### src/msc_pkg.sv
// Shared types and constants for the min-sum check-node update block.
// No dependencies; imported by min_sum_check_node_update.
package msc_pkg;

    // Row and message geometry
    localparam int ROW_DEGREE = 40;
    localparam int MSG_BITS   = 8;
    localparam int MAG_BITS   = MSG_BITS - 1;
    localparam int POS_BITS   = 6;
    localparam int SCALE_BITS = 3;
    localparam int PROD_BITS  = SCALE_BITS + MAG_BITS;

    localparam logic [MAG_BITS-1:0]   MAX_MAG     = {MAG_BITS{1'b1}};
    localparam logic [POS_BITS-1:0]   LAST_POS    = POS_BITS'(ROW_DEGREE - 1);
    localparam logic [SCALE_BITS-1:0] SCALE_RESET = SCALE_BITS'(3);

    // Register map (word index, taken from paddr[2])
    localparam logic REG_SCALE = 1'b0;

    // Input word
    typedef struct packed {
        logic signed [MSG_BITS-1:0] message_in;
        logic                       last_in;
    } in_word_t;

    // Output word
    typedef struct packed {
        logic signed [MSG_BITS-1:0] message_out;
        logic [POS_BITS-1:0]        branch;
        logic                       last_out;
    } out_word_t;

endpackage

### src/msc_ram.sv
// Generic single-write, single-read synchronous RAM with registered read data.
// Read data holds while rd_en is low. No package dependency.
module msc_ram #(
    parameter int DEPTH = 40,
    parameter int WIDTH = 1,
    localparam int ADDR_BITS = $clog2(DEPTH)
) (
    input  logic                 clk,
    input  logic                 wr_en,
    input  logic [ADDR_BITS-1:0] wr_addr,
    input  logic [WIDTH-1:0]     wr_data,
    input  logic                 rd_en,
    input  logic [ADDR_BITS-1:0] rd_addr,
    output logic [WIDTH-1:0]     rd_data
);

    logic [WIDTH-1:0] mem [DEPTH];

    // Write port
    always_ff @(posedge clk)
    begin
        if (wr_en)
        begin
            mem[wr_addr] <= wr_data;
        end
    end

    // Registered read port
    always_ff @(posedge clk)
    begin
        if (rd_en)
        begin
            rd_data <= mem[rd_addr];
        end
    end

endmodule

### src/min_sum_check_node_update.sv
// Top level of the normalized min-sum check-node update.
// Depends on msc_pkg (types, constants) and msc_ram (branch sign store).
//
// Usage:
//   Input channel (in_valid/in_stall/in_word) takes one LLR word per cycle
//   while a row streams in. The word with last_in set, or the ROW_DEGREE-th
//   word, closes the row.
//   After the close the block emits one output word per branch, in order,
//   on out_valid/out_stall/out_word, with last_out on the final one.
//   After the closing input word is accepted, the first output word passes the
//   read stage and output register; then one word per cycle unless stalled.
//   Throughput: one input word per cycle during a row; a row keeps in_stall
//   high while its signs are read back from the single-port-read sign RAM,
//   one entry per cycle; receiver stalls stretch that window.
//   A stalled receiver freezes the output register and the read stage; the
//   sign RAM read is held off until a slot frees up.
//   Reset sets the running minima to MAX_MAG, clears the sign product, branch
//   count and output valid, and sets scale_quarters to 3. The sign RAM needs
//   no clear: only entries written in the current row are read.
//   scale_quarters sits at APB byte address 0; the user writes it only while idle, the block does not enforce this.
module min_sum_check_node_update
    import msc_pkg::*;
(
    input  logic        clk,
    input  logic        rst_n,
    // input channel
    input  logic        in_valid,
    output logic        in_stall,
    input  in_word_t    in_word,
    // output channel
    output logic        out_valid,
    input  logic        out_stall,
    output out_word_t   out_word,
    // configuration port
    input  logic        psel,
    input  logic        penable,
    input  logic        pwrite,
    input  logic [2:0]  paddr,
    input  logic [31:0] pwdata,
    output logic [31:0] prdata,
    output logic        pready
);

    typedef enum logic {ST_COLLECT, ST_EMIT} state_t;

    state_t                state_reg;
    logic [SCALE_BITS-1:0] scale_reg;
    logic [MAG_BITS-1:0]   least_reg;
    logic [MAG_BITS-1:0]   second_reg;
    logic [POS_BITS-1:0]   least_pos_reg;
    logic                  sign_prod_reg;
    logic [POS_BITS-1:0]   count_reg;
    logic [POS_BITS-1:0]   idx_reg;
    logic                  rd_vld_reg;
    logic                  out_valid_reg;

    // read stage and output payload
    logic [MAG_BITS-1:0]   rd_excl_reg;
    logic [POS_BITS-1:0]   rd_idx_reg;
    logic                  rd_last_reg;
    logic                  rd_sp_reg;
    out_word_t             out_word_reg;

    logic                  in_accept;
    logic                  cfg_write;
    logic                  msg_neg;
    logic [MSG_BITS-1:0]   msg_abs;
    logic [MAG_BITS-1:0]   msg_mag;
    logic                  row_close;
    logic                  out_free;
    logic                  issue;
    logic                  issue_last;
    logic                  sign_bit;
    logic [PROD_BITS-1:0]  prod;
    logic [MSG_BITS-1:0]   scaled;
    logic [MAG_BITS-1:0]   sat_mag;
    logic [MSG_BITS-1:0]   signed_val;

    // Handshakes
    assign in_stall  = (state_reg == ST_EMIT);
    assign in_accept = in_valid && !in_stall;
    assign cfg_write = psel && penable && pwrite && pready;
    assign pready    = 1'b1;
    assign prdata    = (paddr[2] == REG_SCALE) ? 32'(scale_reg) : 32'd0;

    // Input magnitude, -128 clamps to 127
    assign msg_neg = in_word.message_in[MSG_BITS-1];
    assign msg_abs = msg_neg ? (~in_word.message_in + 1'b1) : in_word.message_in;
    assign msg_mag = msg_abs[MSG_BITS-1] ? MAX_MAG : msg_abs[MAG_BITS-1:0];
    assign row_close = in_word.last_in || (count_reg == LAST_POS);

    // Emit pipeline control: read stage feeds the output register
    assign out_free   = !out_valid_reg || !out_stall;
    assign issue      = (state_reg == ST_EMIT) && (!rd_vld_reg || out_free);
    assign issue_last = (idx_reg == count_reg);

    // Branch sign store
    msc_ram #(
        .DEPTH (ROW_DEGREE),
        .WIDTH (1)
    ) u_sign_ram (
        .clk     (clk),
        .wr_en   (in_accept),
        .wr_addr (count_reg),
        .wr_data (msg_neg),
        .rd_en   (issue),
        .rd_addr (idx_reg),
        .rd_data (sign_bit)
    );

    // Output value: scale, truncate, saturate, apply sign
    assign prod       = PROD_BITS'(rd_excl_reg) * PROD_BITS'(scale_reg);
    assign scaled     = prod[PROD_BITS-1:2];
    assign sat_mag    = scaled[MSG_BITS-1] ? MAX_MAG : scaled[MAG_BITS-1:0];
    assign signed_val = (rd_sp_reg ^ sign_bit) ? (~{1'b0, sat_mag} + 1'b1)
                                               : {1'b0, sat_mag};

    // State, row accumulators and output valid
    always_ff @(posedge clk or negedge rst_n)
    begin
        if (!rst_n)
        begin
            state_reg     <= ST_COLLECT;
            scale_reg     <= SCALE_RESET;
            least_reg     <= MAX_MAG;
            second_reg    <= MAX_MAG;
            least_pos_reg <= '0;
            sign_prod_reg <= 1'b0;
            count_reg     <= '0;
            idx_reg       <= '0;
            rd_vld_reg    <= 1'b0;
            out_valid_reg <= 1'b0;
        end
        else
        begin
            if (cfg_write && (paddr[2] == REG_SCALE))
            begin
                scale_reg <= pwdata[SCALE_BITS-1:0];
            end

            unique case (state_reg)
                ST_COLLECT:
                begin
                    if (in_accept)
                    begin
                        if (msg_mag < least_reg)
                        begin
                            second_reg    <= least_reg;
                            least_reg     <= msg_mag;
                            least_pos_reg <= count_reg;
                        end
                        else if (msg_mag < second_reg)
                        begin
                            second_reg <= msg_mag;
                        end
                        sign_prod_reg <= sign_prod_reg ^ msg_neg;
                        if (row_close)
                        begin
                            state_reg <= ST_EMIT;
                            idx_reg   <= '0;
                        end
                        else
                        begin
                            count_reg <= count_reg + 1'b1;
                        end
                    end
                end
                ST_EMIT:
                begin
                    if (issue)
                    begin
                        idx_reg <= idx_reg + 1'b1;
                        if (issue_last)
                        begin
                            state_reg     <= ST_COLLECT;
                            least_reg     <= MAX_MAG;
                            second_reg    <= MAX_MAG;
                            least_pos_reg <= '0;
                            sign_prod_reg <= 1'b0;
                            count_reg     <= '0;
                        end
                    end
                end
                default:
                begin
                    state_reg <= ST_COLLECT;
                end
            endcase

            // read stage occupancy
            if (issue)
            begin
                rd_vld_reg <= 1'b1;
            end
            else if (out_free)
            begin
                rd_vld_reg <= 1'b0;
            end

            // output register occupancy
            if (out_free)
            begin
                out_valid_reg <= rd_vld_reg;
            end
        end
    end

    // Payload registers
    always_ff @(posedge clk)
    begin
        if (issue)
        begin
            rd_excl_reg <= (idx_reg == least_pos_reg) ? second_reg : least_reg;
            rd_idx_reg  <= idx_reg;
            rd_last_reg <= issue_last;
            rd_sp_reg   <= sign_prod_reg;
        end
        if (out_free && rd_vld_reg)
        begin
            out_word_reg.message_out <= signed_val;
            out_word_reg.branch      <= rd_idx_reg;
            out_word_reg.last_out    <= rd_last_reg;
        end
    end

    assign out_valid = out_valid_reg;
    assign out_word  = out_word_reg;

    // Checks
    a_count_range: assert property (@(posedge clk) disable iff (!rst_n)
        count_reg <= LAST_POS)
        else $error("branch count beyond row degree");

    a_min_order: assert property (@(posedge clk) disable iff (!rst_n)
        least_reg <= second_reg)
        else $error("least magnitude above second magnitude");

    a_rd_hold: assert property (@(posedge clk) disable iff (!rst_n)
        rd_vld_reg && !out_free |=> rd_vld_reg && $stable(rd_idx_reg))
        else $error("read stage lost while output stalled");

    a_emit_end: assert property (@(posedge clk) disable iff (!rst_n)
        issue && issue_last |=> state_reg == ST_COLLECT && count_reg == '0)
        else $error("row did not close after final read");

endmodule
### config.mk
export PLATFORM = sky130hd
export DESIGN_NAME = min_sum_check_node_update
export DESIGN_NICKNAME = d
export VERILOG_FILES = /design/src/msc_pkg.sv /design/src/msc_ram.sv /design/src/min_sum_check_node_update.sv
export SDC_FILE = /design/constraint.sdc
export NUM_CORES = 1
export LEC_CHECK = 0
export BUFFER_PORTS_ARGS = -buffer_cell sky130_fd_sc_hd__buf_4
export CORE_MARGIN = 2
export CORE_UTILIZATION = 40
export CTS_CLUSTER_DIAMETER = 80
export DETAILED_ROUTE_END_ITERATION = 16
export PLACE_DENSITY_LB_ADDON = 0.25
export SYNTH_ARGS = -nofsm -noshare
export SYNTH_HDL_FRONTEND = slang
export SYNTH_SLANG_ARGS = --single-unit
### constraint.sdc
create_clock -name clk -period 9.4 [get_ports clk]
set_input_delay 0.94 -clock clk [delete_from_list [all_inputs] [get_ports clk]]
set_output_delay 0.94 -clock clk [all_outputs]
set_load 0.03 [all_outputs]
* Word-level counts from Yosys, hierarchy flattened
Memory sizes are Yosys's and may differ from the RTL's. A register that Yosys moved wholly into a read port is not among the register bits. Cells that the tools add are included.
Word-level totals: register bits after elaboration 69, bits in writable memories 40, input port bits 51, logic and storage cells 101, memories 1
Operators by class: add/sub/neg operators 4, $mul 1, order comparisons 2, equality and inequality tests 10, mux-type cells 40, bitwise operators 6, reductions and logical operators 19
Memory list:
- u_sign_ram.mem | depth 40, width 1, read ports 1, clocked after Yosys merged registers in 1, write ports 1, RTL line msc_ram.sv:17 | logic [WIDTH-1:0] mem [DEPTH];
Operators by type and width (number):
- 7-bit two-way mux | 11
- 6-bit two-way mux | 9
- 6-bit case mux with 2 select lines | 3
- 7-bit case mux with 2 select lines | 2
- 8-bit by 1-bit adder with 8-bit output, second input constant | 2
- 7-bit less-than comparator | 2
- 6-bit by 1-bit adder with 6-bit output, second input constant | 2
- 6-bit == test | 2
- 4-bit AND reduction | 3
- 1-bit two-way mux | 11
- 7-bit by 3-bit multiplier with 10-bit output | 1
- 8-bit two-way mux | 1
- 2-bit inequality test, second input constant | 4
- 7-bit inverter with 8-bit output | 1
- 8-bit inverter | 1
- 6-bit == test, second input constant | 1
- 1-bit logical AND | 6
- 3-bit AND reduction | 2
- 1-bit logical NOT | 4
- 2-bit by 1-bit inequality test with 1-bit output, second input constant | 2
- 1-bit case mux with 2 select lines | 2
- 1-bit logical OR | 3
- 3-bit two-way mux | 1
- 3-bit inequality test, second input constant | 1
- 3 further kinds | 5

* Depth between registers and ports, before layout
Gate-level depths: netlist (run 1).
word-level depth 9, gate-level depth with buffers 15, depth with buffers taken out 14

* By module
Synthesis (run 1) repeated with hierarchy kept, for this count alone.
Second synthesis, totals: cell total of the unflattened synthesis 600, area, all modules 6332.3 µm²
Modules (own cells, without submodules):
- min_sum_check_node_update | times used 1, cells an instance 446, area an instance 4398.0 µm², seq. area each 1896.8 µm²
- msc_ram | times used 1, cells an instance 154, area an instance 1934.4 µm², seq. area each 1231.2 µm²

* Least setup slack after synthesis (run 1)
Ideal clock, no wire load.
path kind reg2reg, start point register scale_reg[1], end point register out_word_reg (netlist bit out_word[13]), data pin, library setup time 0.158 ns, data arrival time 3.364 ns, required time 9.242 ns, slack 5.878 ns, cell stages (with the launch flop) 16, path buffers 1, clock period less this slack 3.522 ns, cells stage by stage dfstp_2 > nand2_1 > fa_1 > inv_1 > ha_1 > a21o_1 > or3_1 > o22a_1 > clkbuf_1 > nor2_1 > ha_1 > inv_1 > nor2_1 > nand2_1 > or4b_1 > o211ai_1
On the way: cells in the longest elaborated chain, start to end 5
Ends and longest elaborated chain:
- from (decl) | RTL line min_sum_check_node_update.sv:47 | logic [SCALE_BITS-1:0] scale_reg;
- from (signal assigned) | RTL line min_sum_check_node_update.sv:138 | scale_reg <= pwdata[SCALE_BITS-1:0];
- 7-bit by 3-bit multiplier with 10-bit output * | RTL line min_sum_check_node_update.sv:112 | assign prod = PROD_BITS'(rd_excl_reg) * PROD_BITS'(scale_reg);
- 7-bit two-way mux * | RTL line min_sum_check_node_update.sv:114 | assign sat_mag = scaled[MSG_BITS-1] ? MAX_MAG : scaled[MAG_BITS-1:0];
- 7-bit inverter with 8-bit output | RTL line min_sum_check_node_update.sv:115 | assign signed_val = (rd_sp_reg ^ sign_bit) ? (~{1'b0, sat_mag} + 1'b1)
- 8-bit by 1-bit adder with 8-bit output | RTL line min_sum_check_node_update.sv:115
- 7-bit two-way mux * | RTL line min_sum_check_node_update.sv:115
- named net signed_val[6] | RTL line min_sum_check_node_update.sv:77 | logic [MSG_BITS-1:0] signed_val;
- to (decl) | RTL line min_sum_check_node_update.sv:62 | out_word_t out_word_reg;
Mark *: on every way through the listed nets, which the timed path passes. The rest lies on a longest branch. A chain may end at the register's enable or synchronous reset.

* Worst setup path in the final report (run 1)
start point input port in_word[1] (netlist bit), end point register second_reg[0]
On the way: cells in the longest elaborated chain, start to end 8
Ends and longest elaborated chain:
- from (decl) | RTL line min_sum_check_node_update.sv:29 | input in_word_t in_word,
- 8-bit inverter | RTL line min_sum_check_node_update.sv:88 | assign msg_abs = msg_neg ? (~in_word.message_in + 1'b1) : in_word.message_in;
- 8-bit by 1-bit adder with 8-bit output | RTL line min_sum_check_node_update.sv:88
- 8-bit two-way mux * | RTL line min_sum_check_node_update.sv:88
- 7-bit two-way mux * | RTL line min_sum_check_node_update.sv:89 | assign msg_mag = msg_abs[MSG_BITS-1] ? MAX_MAG : msg_abs[MAG_BITS-1:0];
- 7-bit less-than comparator / 7-bit two-way mux (equally long branches) | RTL line min_sum_check_node_update.sv:146, min_sum_check_node_update.sv:152
- 7-bit two-way mux | RTL line min_sum_check_node_update.sv:146 | if (msg_mag < least_reg)
- 7-bit two-way mux | RTL line min_sum_check_node_update.sv:144 | if (in_accept)
- 7-bit case mux with 2 select lines | RTL line min_sum_check_node_update.sv:141 | unique case (state_reg)
- to (signal assigned) | RTL line min_sum_check_node_update.sv:148 | second_reg <= least_reg;
- to (signal assigned) | RTL line min_sum_check_node_update.sv:154 | second_reg <= msg_mag;
- to (decl) | RTL line min_sum_check_node_update.sv:49 | logic [MAG_BITS-1:0] second_reg;
Every way passes the cells marked *; elsewhere a longest branch is shown, timed or not. The select of a mux whose other input is x is not followed.

==> impl_metrics.py, run 1 <==
metrics = {
    "detailed_routing": {
        "firstDrtPassIters": 5,
        "initialDrtViolationCount": 336,
        "wl_per_cell_um": 14.13,
        "wirelength_um": 11600,
        "via_count": 4082,
        "post-route-drc-count": 0,
        "ant_nets": 0,
        "post_drt_via_cell_ratio": 4.972,
    },
    "worst_hold_path": {
        "hold_class": "reg -> reg",
    },
    "critical_path": {
        "worstSetupPathType": "in -> reg",
        "critPathMaxFanout": 9,
        "worstPathRequired_ns": 9.68,
        "start_kind": "primary input",
        "endpoint_kind": "flip-flop",
        "critPathArrivalTime_ns": 4.17,
    },
    "sta": {
        "fin_skew_ns": 0.01842,
        "final-hold-violation-count": 0,
        "rsz0062_at_grt": "false",
        "drv_slew": 0,
        "setup_ws_ns": 5.519,
        "fmax_mhz": 257.6,
        "layout_min_cycle_time_ns": 3.882,
        "setup_tns_ns": 0,
        "final-setup-viol-count": 0,
        "relSlewSlack_pct": 16.56,
        "tightest_slew_ns": 1.249,
        "min_period_over_period_pct": 41.29,
    },
    "synth": {
        "synthTopCellsByArea": "edfxtp_1, dfrtp_1, dfstp_2",
        "yosys.area.top_type": "edfxtp_1",
        "yosysSeqAreaShare_pct": 49.03,
        "ys_seq_elements": 110,
        "yosysWarnings": 0,
        "synth-main-ff-cell": "edfxtp_1",
        "synth_edf_count": 71,
        "syn_inst": 575,
        "yosys.cell_types.count": 64,
        "synth_top_area_share_pct": 33.42,
        "syn_area_mm2": 0.006380,
        "async_flop_share_pct": 35.45,
        "avgSynthCellArea_um2": 11.10,
    },
    "die": {
        "dieArea_mm2": 0.01698,
        "initial_core_util_pct": 40.60,
        "rows": 46,
        "core_region_area_mm2": 0.01571,
        "die_w_um": 130.3,
        "top_level_ports": 101,
        "fp.dieH_um": 130.3,
    },
    "cts": {
        "cts_buffers": 9,
        "clk_pin_slew_worst_paths_ns": 0.08,
        "cts_tree": "yes",
        "htreeDepth": 3,
        "cts_setup_buffers": 0,
        "root_buffer": "clkbuf_16",
        "cts_hold_buf": 0,
        "insertion_delay_ns": 0.36,
        "post_cts_resized": 0,
        "cts.sinks": 110,
        "cts_buffer_depth": 2,
    },
    "global_routing": {
        "grt_use_total_pct": 14.76,
        "grt_pass1_wl_um": 19430,
        "antenna_found_initial": 0,
        "grt_pass1_vias": 3974,
        "grt-ovfl-total": 0,
        "grt_start_max_net_pins": 51,
    },
    "power_and_ir_drop": {
        "power_frac_comb_pct": 48.3,
        "leakage_nw": 2.875,
        "switching_share_pct": 41.32,
        "cellPowerDensity_mw_per_mm2": 337.6,
        "internal-power_mw": 1.394,
        "power.switching_uw": 981.5,
        "vdd_drop_max_mv": 0.1424,
        "seqPwrFrac_pct": 35.3,
        "p_clk_share_pct": 16.4,
    },
    "place": {
        "place_hpwl_um": 8351,
        "gp_congestion": 0.8057,
        "dp_slack_ns": 5.132,
        "portBuffers": 39,
    },
    "cells_and_area": {
        "final_layout_size_suffix_gt1_share_pct": 18.02,
        "largest_reg_flops": 40,
        "area.growth.synth_to_final_pct": 10.30,
        "antenna_cells": 0,
        "nets": 681,
        "n_fill_cell": 1469,
        "regArea_mm2": 0.003128,
        "multiInputGateArea_mm2": 0.002898,
    },
    "flow_run": {
        "max_cap_viol_count": 0,
    },
    "outcome": {
        "status": "finished clean",
    },
}
[worst max-delay path, stage by stage]
cell,delay [ns]
buf_4,0.13
inv_1,0.10
ha_1,0.20
nand2b_1,0.09
o41a_1,0.31
a211oi_1,0.47
ha_1,0.35
a21oi_1,0.15
o21ai_0,0.15
a21oi_4,0.39
o32a_1,0.55
mux2_4,0.34
[cell families after synthesis]
kind of cell / after synthesis / synth area share [%]
AOI/OAI and AO/OA: 59 / 6.472
xor gates and xnor gates: 28 / 3.844
adders and majority gates: 30 / 6.590
buffers and inverters: 85 / 7.197
DFF: 110 / 49.03
muxes: 48 / 10.32
other: 2 / 0.1177
and+or+nand+nor: 213 / 16.43
[power by group through the flow]
stage	clock network [mW]	logic [mW]	registers [mW]
after global routing	0.423	1.30	0.861
after CTS	0.402	1.16	0.841
after detailed placement	0	1.15	0.851
after global placement	0	1.13	0.846
after floorplan	0	0.885	0.861
final	0.390	1.15	0.837
[through the flow]
| step | instances | utilization (%) | total power, mW | hold WS (ns) | instance area, um^2 |
|---|---|---|---|---|---|
| 3_5_place_dp | 805 | 42.77 | 2.006 | 0.4102 | 6720 |
| 3_3_place_gp | 805 | 42.77 | 1.977 | 0.4055 | 6720 |
| 2_1_floorplan | 603 | - | 1.745 | 0.4003 | 6485 |
| 6_report | 821 | 44.78 | 2.375 | 0.4258 | 7037 |
| 5_1_grt | 821 | 44.78 | 2.588 | 0.4374 | 7037 |
| 4_1_cts | 821 | 44.78 | 2.405 | 0.4296 | 7037 |
[final timing paths]
check,start,cells past startpoint,to,slack (ns)
min in group asynchronous,rst_n,1,scale_reg[2]$_DFFE_PN0P_,0.55
setup / recovery,in_word[1],12,second_reg[0]$_DFFE_PN1P_,5.52
hold reg to reg,rd_idx_reg[3]$_DFFE_PP_,0,out_word[4]$_DFFE_PP_,0.43
hold / removal,rd_idx_reg[3]$_DFFE_PP_,0,out_word[4]$_DFFE_PP_,0.43
setup reg to reg,scale_reg[1]$_DFFE_PN1P_,14,out_word[13]$_DFFE_PP_,5.62
max in group asynchronous,rst_n,1,least_reg[0]$_DFFE_PN1P_,8.47
[Yosys cell counts, types with 3 or more instances]
master and count:
nor2_1 92, edfxtp_1 71, nand2_1 41, buf_4 31, inv_1 27, ha_1 24, dfrtp_1 23, mux2i_1 20
o21ai_0 19, clkbuf_1 16, dfstp_2 16, xnor2_1 16, nor2b_1 12, xor2_1 12, mux4_2 11, nand3_1 10
and2_1 9, mux2_1 8, nand4_1 8, buf_2 7, a21oi_1 6, fa_1 6, nor3_1 6, mux2_4 5
mux2_2 4, nand2b_1 4, nor3b_1 4, o21a_1 4, or3_1 4, a211oi_1 3, a21o_1 3, a31oi_1 3
and3_1 3, nand3b_1 3, o211ai_1 3, o21ai_1 3, or2_2 3
[layer usage]
metal / vias to the layer above / GRT usage (%) / wire length (um)
met3: 8 / 3.034 / 514
met2: 105 / 24.21 / 5546
met5: - / 0 / 0
met4: 0 / 4.491 / 120
met1: 1958 / 19.84 / 5416
li1: 2011 / - / -
[layout by cell type, fill, tap and decap left out, types with 4 or more instances in the layout]
master / instances
nand3_1: 10
xnor2_1: 16
mux2_1: 8
dfrtp_1: 23
ha_1: 24
and2_1: 9
mux2_2: 4
clkbuf_16: 9
mux2i_1: 20
mux2_4: 5
or3_1: 4
nand4_1: 8
dfstp_2: 16
nor3_1: 6
mux4_2: 11
o21a_1: 4
fa_1: 6
o21ai_0: 19
nand2_1: 41
a21oi_1: 6
nor2_1: 92
edfxtp_1: 71
inv_1: 27
xor2_1: 12
conb_1: 30
buf_4: 42
nor3b_1: 4
nand2b_1: 4
nor2b_1: 12
[layout make-up]
| cell class | instances | share of cell area (%) |
|---|---|---|
| Sequential cell | 110 | 44.45 |
| Clock inverter | 7 | 1.298 |
| Tap cell | 216 | 3.841 |
| Multi-Input combinational cell | 408 | 41.18 |
| Clock buffer | 9 | 3.201 |
| Timing Repair Buffer | 42 | 4.481 |
| Inverter | 29 | 1.547 |
Power figures use the tool's default switching activity.
==> run 2: changes to the inputs <==
Clock period 9.4 ns to 3.7 ns, I/O delays scaled along.
==> run 2 against run 1 <==
Net effect:
- via count up 2.0%
- critical path type is now reg -> reg
- wire length up 3.6%
- sequential power up 150%
- cell area grew 2.3%
- clock-buffer cell count stayed put
- final cell count is 1.8% higher
- worst setup slack lost 5.4 ns
- power rose to 2.7 times the previous value
- the flow now finishes with violations (negative hold slack)
- flip-flop and latch count did not move
- largest cell class unchanged
- non-clock buffer count rose by 15
- die area unchanged
- utilization rose by 1.0 points
==> impl_metrics.py, run 2 (synthesis gave the netlist of run 1 again) <==
metrics = {
    "detailed_routing": {
        "post_drt_via_cell_ratio": 4.981,
        "ant_nets": 0,
        "initialDrtViolationCount": 203,
        "post-route-drc-count": 0,
        "firstDrtPassIters": 4,
        "wl_per_cell_um": 14.37,
        "wirelength_um": 12020,
        "via_count": 4164,
    },
    "outcome": {
        "violations": "negative hold slack",
        "status": "finished with violations",
    },
    "die": {
        "dieArea_mm2": 0.01698,
        "die_w_um": 130.3,
        "initial_core_util_pct": 40.60,
        "fp.dieH_um": 130.3,
        "top_level_ports": 101,
        "core_region_area_mm2": 0.01571,
        "rows": 46,
    },
    "cts": {
        "root_buffer": "clkbuf_16",
        "insertion_delay_ns": 0.35,
        "cts_buffers": 9,
        "clk_pin_slew_worst_paths_ns": 0.07,
        "htreeDepth": 3,
        "cts.sinks": 110,
        "cts_buffer_depth": 2,
        "cts_hold_buf": 0,
        "cts_tree": "yes",
    },
    "critical_path": {
        "reg2reg_to": "out_word[13]$_DFFE_PP_",
        "worstPathRequired_ns": 3.89,
        "cp-startpoint": "scale_reg[1]$_DFFE_PN1P_",
        "worstSetupPathType": "reg -> reg",
        "endpoint_kind": "flip-flop",
        "worstRegToRegCells": 14,
        "reg2reg_slack_ns": 0.13,
        "critPathArrivalTime_ns": 3.76,
        "start_kind": "flip-flop",
        "timing.rr.start": "scale_reg[1]$_DFFE_PN1P_",
        "critPathMaxFanout": 7,
        "crit_end": "out_word[13]$_DFFE_PP_",
    },
    "global_routing": {
        "grt_pass1_vias": 3936,
        "grt_start_max_net_pins": 40,
        "antenna_found_initial": 0,
        "grt_pass1_wl_um": 19490,
        "grt-ovfl-total": 0,
        "grt_use_total_pct": 14.71,
    },
    "cells_and_area": {
        "final_layout_size_suffix_gt1_share_pct": 21.45,
        "mostFrequentLayoutCell": "nor2_1",
        "instances_no_fill": 836,
        "area.growth.synth_to_final_pct": 12.87,
        "n_fill_cell": 1465,
        "finalInstanceArea_mm2": 0.007201,
        "antenna_cells": 0,
        "nets": 696,
        "final_util_pct": 45.83,
        "layout_common_cells": "nor2_1, edfxtp_1, buf_4",
        "largest_reg_flops": 40,
    },
    "sta": {
        "fmax_mhz": 280.4,
        "final-hold-violation-count": 1,
        "min_period_over_period_pct": 96.38,
        "whs_ns": -0.01054,
        "fin_skew_ns": 0.01152,
        "tightest_slew_ns": 1.231,
        "setup_ws_ns": 0.1340,
        "final-setup-viol-count": 0,
        "relSlewSlack_pct": 17.75,
        "drv_slew": 0,
        "layout_min_cycle_time_ns": 3.566,
    },
    "power_and_ir_drop": {
        "vdd_drop_max_mv": 0.3696,
        "cellPowerDensity_mw_per_mm2": 876.4,
        "leakage_nw": 2.944,
        "power_mw": 6.311,
    },
    "worst_hold_path": {
        "hold_class": "in -> async",
    },
    "place": {
        "dp_slack_ns": 0.03383,
        "dp_cells": 816,
        "place_area_mm2": 0.006803,
        "place_hpwl_um": 8609,
        "portBuffers": 39,
        "gp_congestion": 0.8214,
    },
    "flow_run": {
        "max_cap_viol_count": 0,
    },
}
[run 2: area by class of cell]
class	count	area, um^2	area share, %
Tap cell	216	270.3	3.753
Inverter	29	108.9	1.512
Sequential cell	110	3129	43.46
Timing Repair Buffer	57	427.9	5.943
Clock inverter	7	90.09	1.251
Multi-Input combinational cell	408	2949	40.96
Clock buffer	9	225.2	3.128
[run 2: metrics by stage]
step | hold slack (ns) | TNS, ns
after floorplan | 0.07441 | 0
after CTS | 0.009808 | 0
after global routing | 0.01631 | -0.007984
after global placement | 0.3689 | 0
final | -0.01054 | 0
after detailed placement | 0.3896 | 0
[run 2: power by group]
part	switching (mW)	leakage (nW)	total (mW)	internal, mW
sequential	0.244	1.13	2.09	1.84
clock	0.462	0.155	1.00	0.543
combinational	1.88	1.66	3.22	1.34
total	2.58	2.94	6.31	3.73
[run 2: worst min-delay path by stage]
stage / to / cells past startpoint / slack [ns]
2_1_floorplan: count_reg[0]$_DFFE_PN0P_ / 0 / 0.07
3_3_place_gp: scale_reg[2]$_DFFE_PN0P_ / 1 / 0.37
3_5_place_dp: scale_reg[2]$_DFFE_PN0P_ / 1 / 0.39
4_1_cts: scale_reg[2]$_DFFE_PN0P_ / 1 / 0.01
5_1_grt: idx_reg[4]$_DFFE_PN0P_ / 1 / 0.02
6_report: scale_reg[2]$_DFFE_PN0P_ / 1 / -0.01
[run 2: what timing repair did]
item / CTS / global route
resized for setup: 2 / 12
hold endpoints to repair: 0 / 0
endpoints found under the setup margin: 1 / 1
buffers inserted: 0 / 4
pin swaps: 0 / 3
[run 2: critical path: stages (launching register included)]
cell and delay (ns):
dfstp_2 0.59, nand2_1 0.09, fa_1 0.50, inv_1 0.04
ha_1 0.22, a21o_1 0.22, or3_1 0.32, o22a_4 0.23
nor2_4 0.11, ha_2 0.18, inv_1 0.05, nor2_2 0.12
nand2_2 0.08, or4b_1 0.55, o211ai_1 0.11
[run 2: per-layer routing]
| layer | global-route usage (%) | wire (um) | up-vias |
|---|---|---|---|
| li1 | - | - | 2032 |
| met4 | 4.301 | 75 | 0 |
| met3 | 3.075 | 416 | 4 |
| met5 | 0 | 0 | - |
| met2 | 24.39 | 5785 | 80 |
| met1 | 19.58 | 5741 | 2048 |
==> run 3: changes to the inputs <==
Settings changed: HOLD_SLACK_MARGIN from default to 0.08, SLEW_MARGIN from default to 20.
Clock period 3.7 ns to 4.37 ns, I/O delays scaled along.
==> run 3 against run 2 <==
Net effect:
- the flow now finishes without violations
- non-clock buffer count decreased by 11
- register-to-register slack better by 0.49 ns
- flip-flop and latch count is the same
- sequential power down 15%
- cell area fell by 1.9%
- global-route usage rose by 0.21 points
- largest power group unchanged
- combinational power down 22%
- power fell by 19%
- clock skew decreased by 0.0020 ns
- largest cell class unchanged
- worst hold slack improved by 0.33 ns
- final cell count down 1.3%
- utilization fell by 0.88 points
==> impl_metrics.py, run 3 (synthesis gave the netlist of run 1 again) <==
metrics = {
    "critical_path": {
        "worstRegToRegCells": 14,
        "cp_top_family": "simple AND/OR/NAND/NOR gates",
        "worstPathRequired_ns": 4.56,
        "reg2reg_slack_ns": 0.62,
        "reg2reg_to": "out_word[13]$_DFFE_PP_",
        "path_cells": "nand2_1 -> fa_1 -> inv_1 -> ha_1 -> a21o_1 -> or3_1 -> o22a_1 -> nor2_1 -> ha_1 -> inv_1 -> nor2_1 -> nand2_1 -> or4b_1 -> o211ai_1",
        "endpoint_kind": "flip-flop",
        "critPathMaxFanout": 10,
        "cp_num_buf_inv": 2,
        "max_stage_delay_ns": 0.59,
        "critPathArrivalTime_ns": 3.94,
        "worstSetupPathType": "reg -> reg",
        "start_kind": "flip-flop",
        "cpMaxStageDelayCell": "dfstp_2",
        "timing.rr.start": "scale_reg[1]$_DFFE_PN1P_",
    },
    "die": {
        "fp.dieH_um": 130.3,
        "initial_core_util_pct": 40.60,
        "die_w_um": 130.3,
        "dieArea_mm2": 0.01698,
        "rows": 46,
        "core_region_area_mm2": 0.01571,
        "top_level_ports": 101,
    },
    "cts": {
        "cts_tree": "yes",
        "cts.sinks": 110,
        "post_cts_resized": 0,
        "cts_hold_buf": 1,
        "cts_buffers": 9,
        "cts_buffer_depth": 2,
        "insertion_delay_ns": 0.36,
        "root_buffer": "clkbuf_16",
        "htreeDepth": 3,
        "cts_setup_buffers": 0,
        "clk_pin_slew_worst_paths_ns": 0.08,
    },
    "cells_and_area": {
        "nets": 685,
        "antenna_cells": 0,
        "largest_reg_flops": 40,
        "area.growth.synth_to_final_pct": 10.71,
        "mostFrequentLayoutCell": "nor2_1",
        "final_layout_size_suffix_gt1_share_pct": 18.56,
        "finalInstanceArea_mm2": 0.007063,
        "final_util_pct": 44.95,
        "layout_common_cells": "nor2_1, edfxtp_1, buf_4",
    },
    "detailed_routing": {
        "wl_per_cell_um": 14.31,
        "post-route-drc-count": 0,
        "post_drt_via_cell_ratio": 4.970,
        "wirelength_um": 11800,
        "initialDrtViolationCount": 249,
        "firstDrtPassIters": 4,
        "ant_nets": 0,
        "via_count": 4100,
    },
    "sta": {
        "final-hold-violation-count": 0,
        "layout_min_cycle_time_ns": 3.746,
        "final-setup-viol-count": 0,
        "fin_skew_ns": 0.009541,
        "drv_slew": 0,
        "rsz0062_at_grt": "false",
        "min_period_over_period_pct": 85.72,
        "whs_ns": 0.3160,
        "fmax_mhz": 266.9,
        "relSlewSlack_pct": 39.55,
        "setup_tns_ns": 0,
        "tightest_slew_ns": 0.9049,
    },
    "global_routing": {
        "grt_start_max_net_pins": 42,
        "grt_use_total_pct": 14.92,
        "grt_pass1_wl_um": 19780,
        "grt_pass1_vias": 3929,
        "antenna_found_initial": 0,
        "grt-ovfl-total": 0,
    },
    "place": {
        "place_area_mm2": 0.006746,
        "place_hpwl_um": 8461,
        "gp_congestion": 0.8158,
        "portBuffers": 39,
    },
    "flow_run": {
        "max_cap_viol_count": 0,
    },
    "power_and_ir_drop": {
        "power_mw": 5.130,
        "vdd_drop_max_mv": 0.3173,
        "cellPowerDensity_mw_per_mm2": 726.3,
        "leakage_nw": 2.892,
    },
    "worst_hold_path": {
        "hold_path_end": "scale_reg[0]$_DFFE_PN1P_",
        "worstHoldStart": "pwdata[0]",
        "hold_depth": 2,
        "hold_class": "in -> reg",
    },
    "outcome": {
        "status": "finished clean",
    },
}
## run 3: cell count changes in the layout (fill, tap and decap cells not counted), moves of 2 or more
cell / previous run / this run
nand2_1: 39 / 41
ha_1: 22 / 24
nand2_2: 3 / 1
nor2_4: 2 / 0
buf_4: 57 / 45
nor2_1: 89 / 92
## run 3: cell type report
cell class / instances / area, um^2
Inverter: 29 / 108.9
Fill cell: 1468 / 8650
Timing Repair Buffer: 46 / 347.8
Clock buffer: 9 / 225.2
Multi-Input combinational cell: 408 / 2902
Sequential cell: 110 / 3128
Clock inverter: 7 / 81.33
Tap cell: 216 / 270.3
## run 3: per-stage QoR
step	cells	setup slack, ns
finish	825	0.6238
global route	825	0.3870
CTS	825	0.6132
detailed placement	808	0.6717
global placement	808	0.6930
floorplan	603	0.8482
## run 3: how the worst max path moves through the flow
stage	from	end	cells past startpoint
global route	scale_reg[1]$_DFFE_PN1P_	out_word[13]$_DFFE_PP_	14
floorplan	scale_reg[1]$_DFFE_PN1P_	out_word[13]$_DFFE_PP_	15
finish	scale_reg[1]$_DFFE_PN1P_	out_word[13]$_DFFE_PP_	14
CTS	scale_reg[1]$_DFFE_PN1P_	out_word[13]$_DFFE_PP_	14
detailed placement	scale_reg[1]$_DFFE_PN1P_	out_word[13]$_DFFE_PP_	14
global placement	scale_reg[1]$_DFFE_PN1P_	out_word[13]$_DFFE_PP_	14
## run 3: power breakdown
group | internal (mW) | leakage (nW) | switching (mW)
sequential | 1.56 | 1.13 | 0.217
clock | 0.413 | 0.150 | 0.425
combinational | 1.04 | 1.62 | 1.48
total | 3.01 | 2.89 | 2.12
## run 3: routing by layer
layer	GRT usage, %	routed length (um)
met5	0	0
met4	6.009	191
met3	2.296	479
met2	24.18	5567
met1	20.19	5565
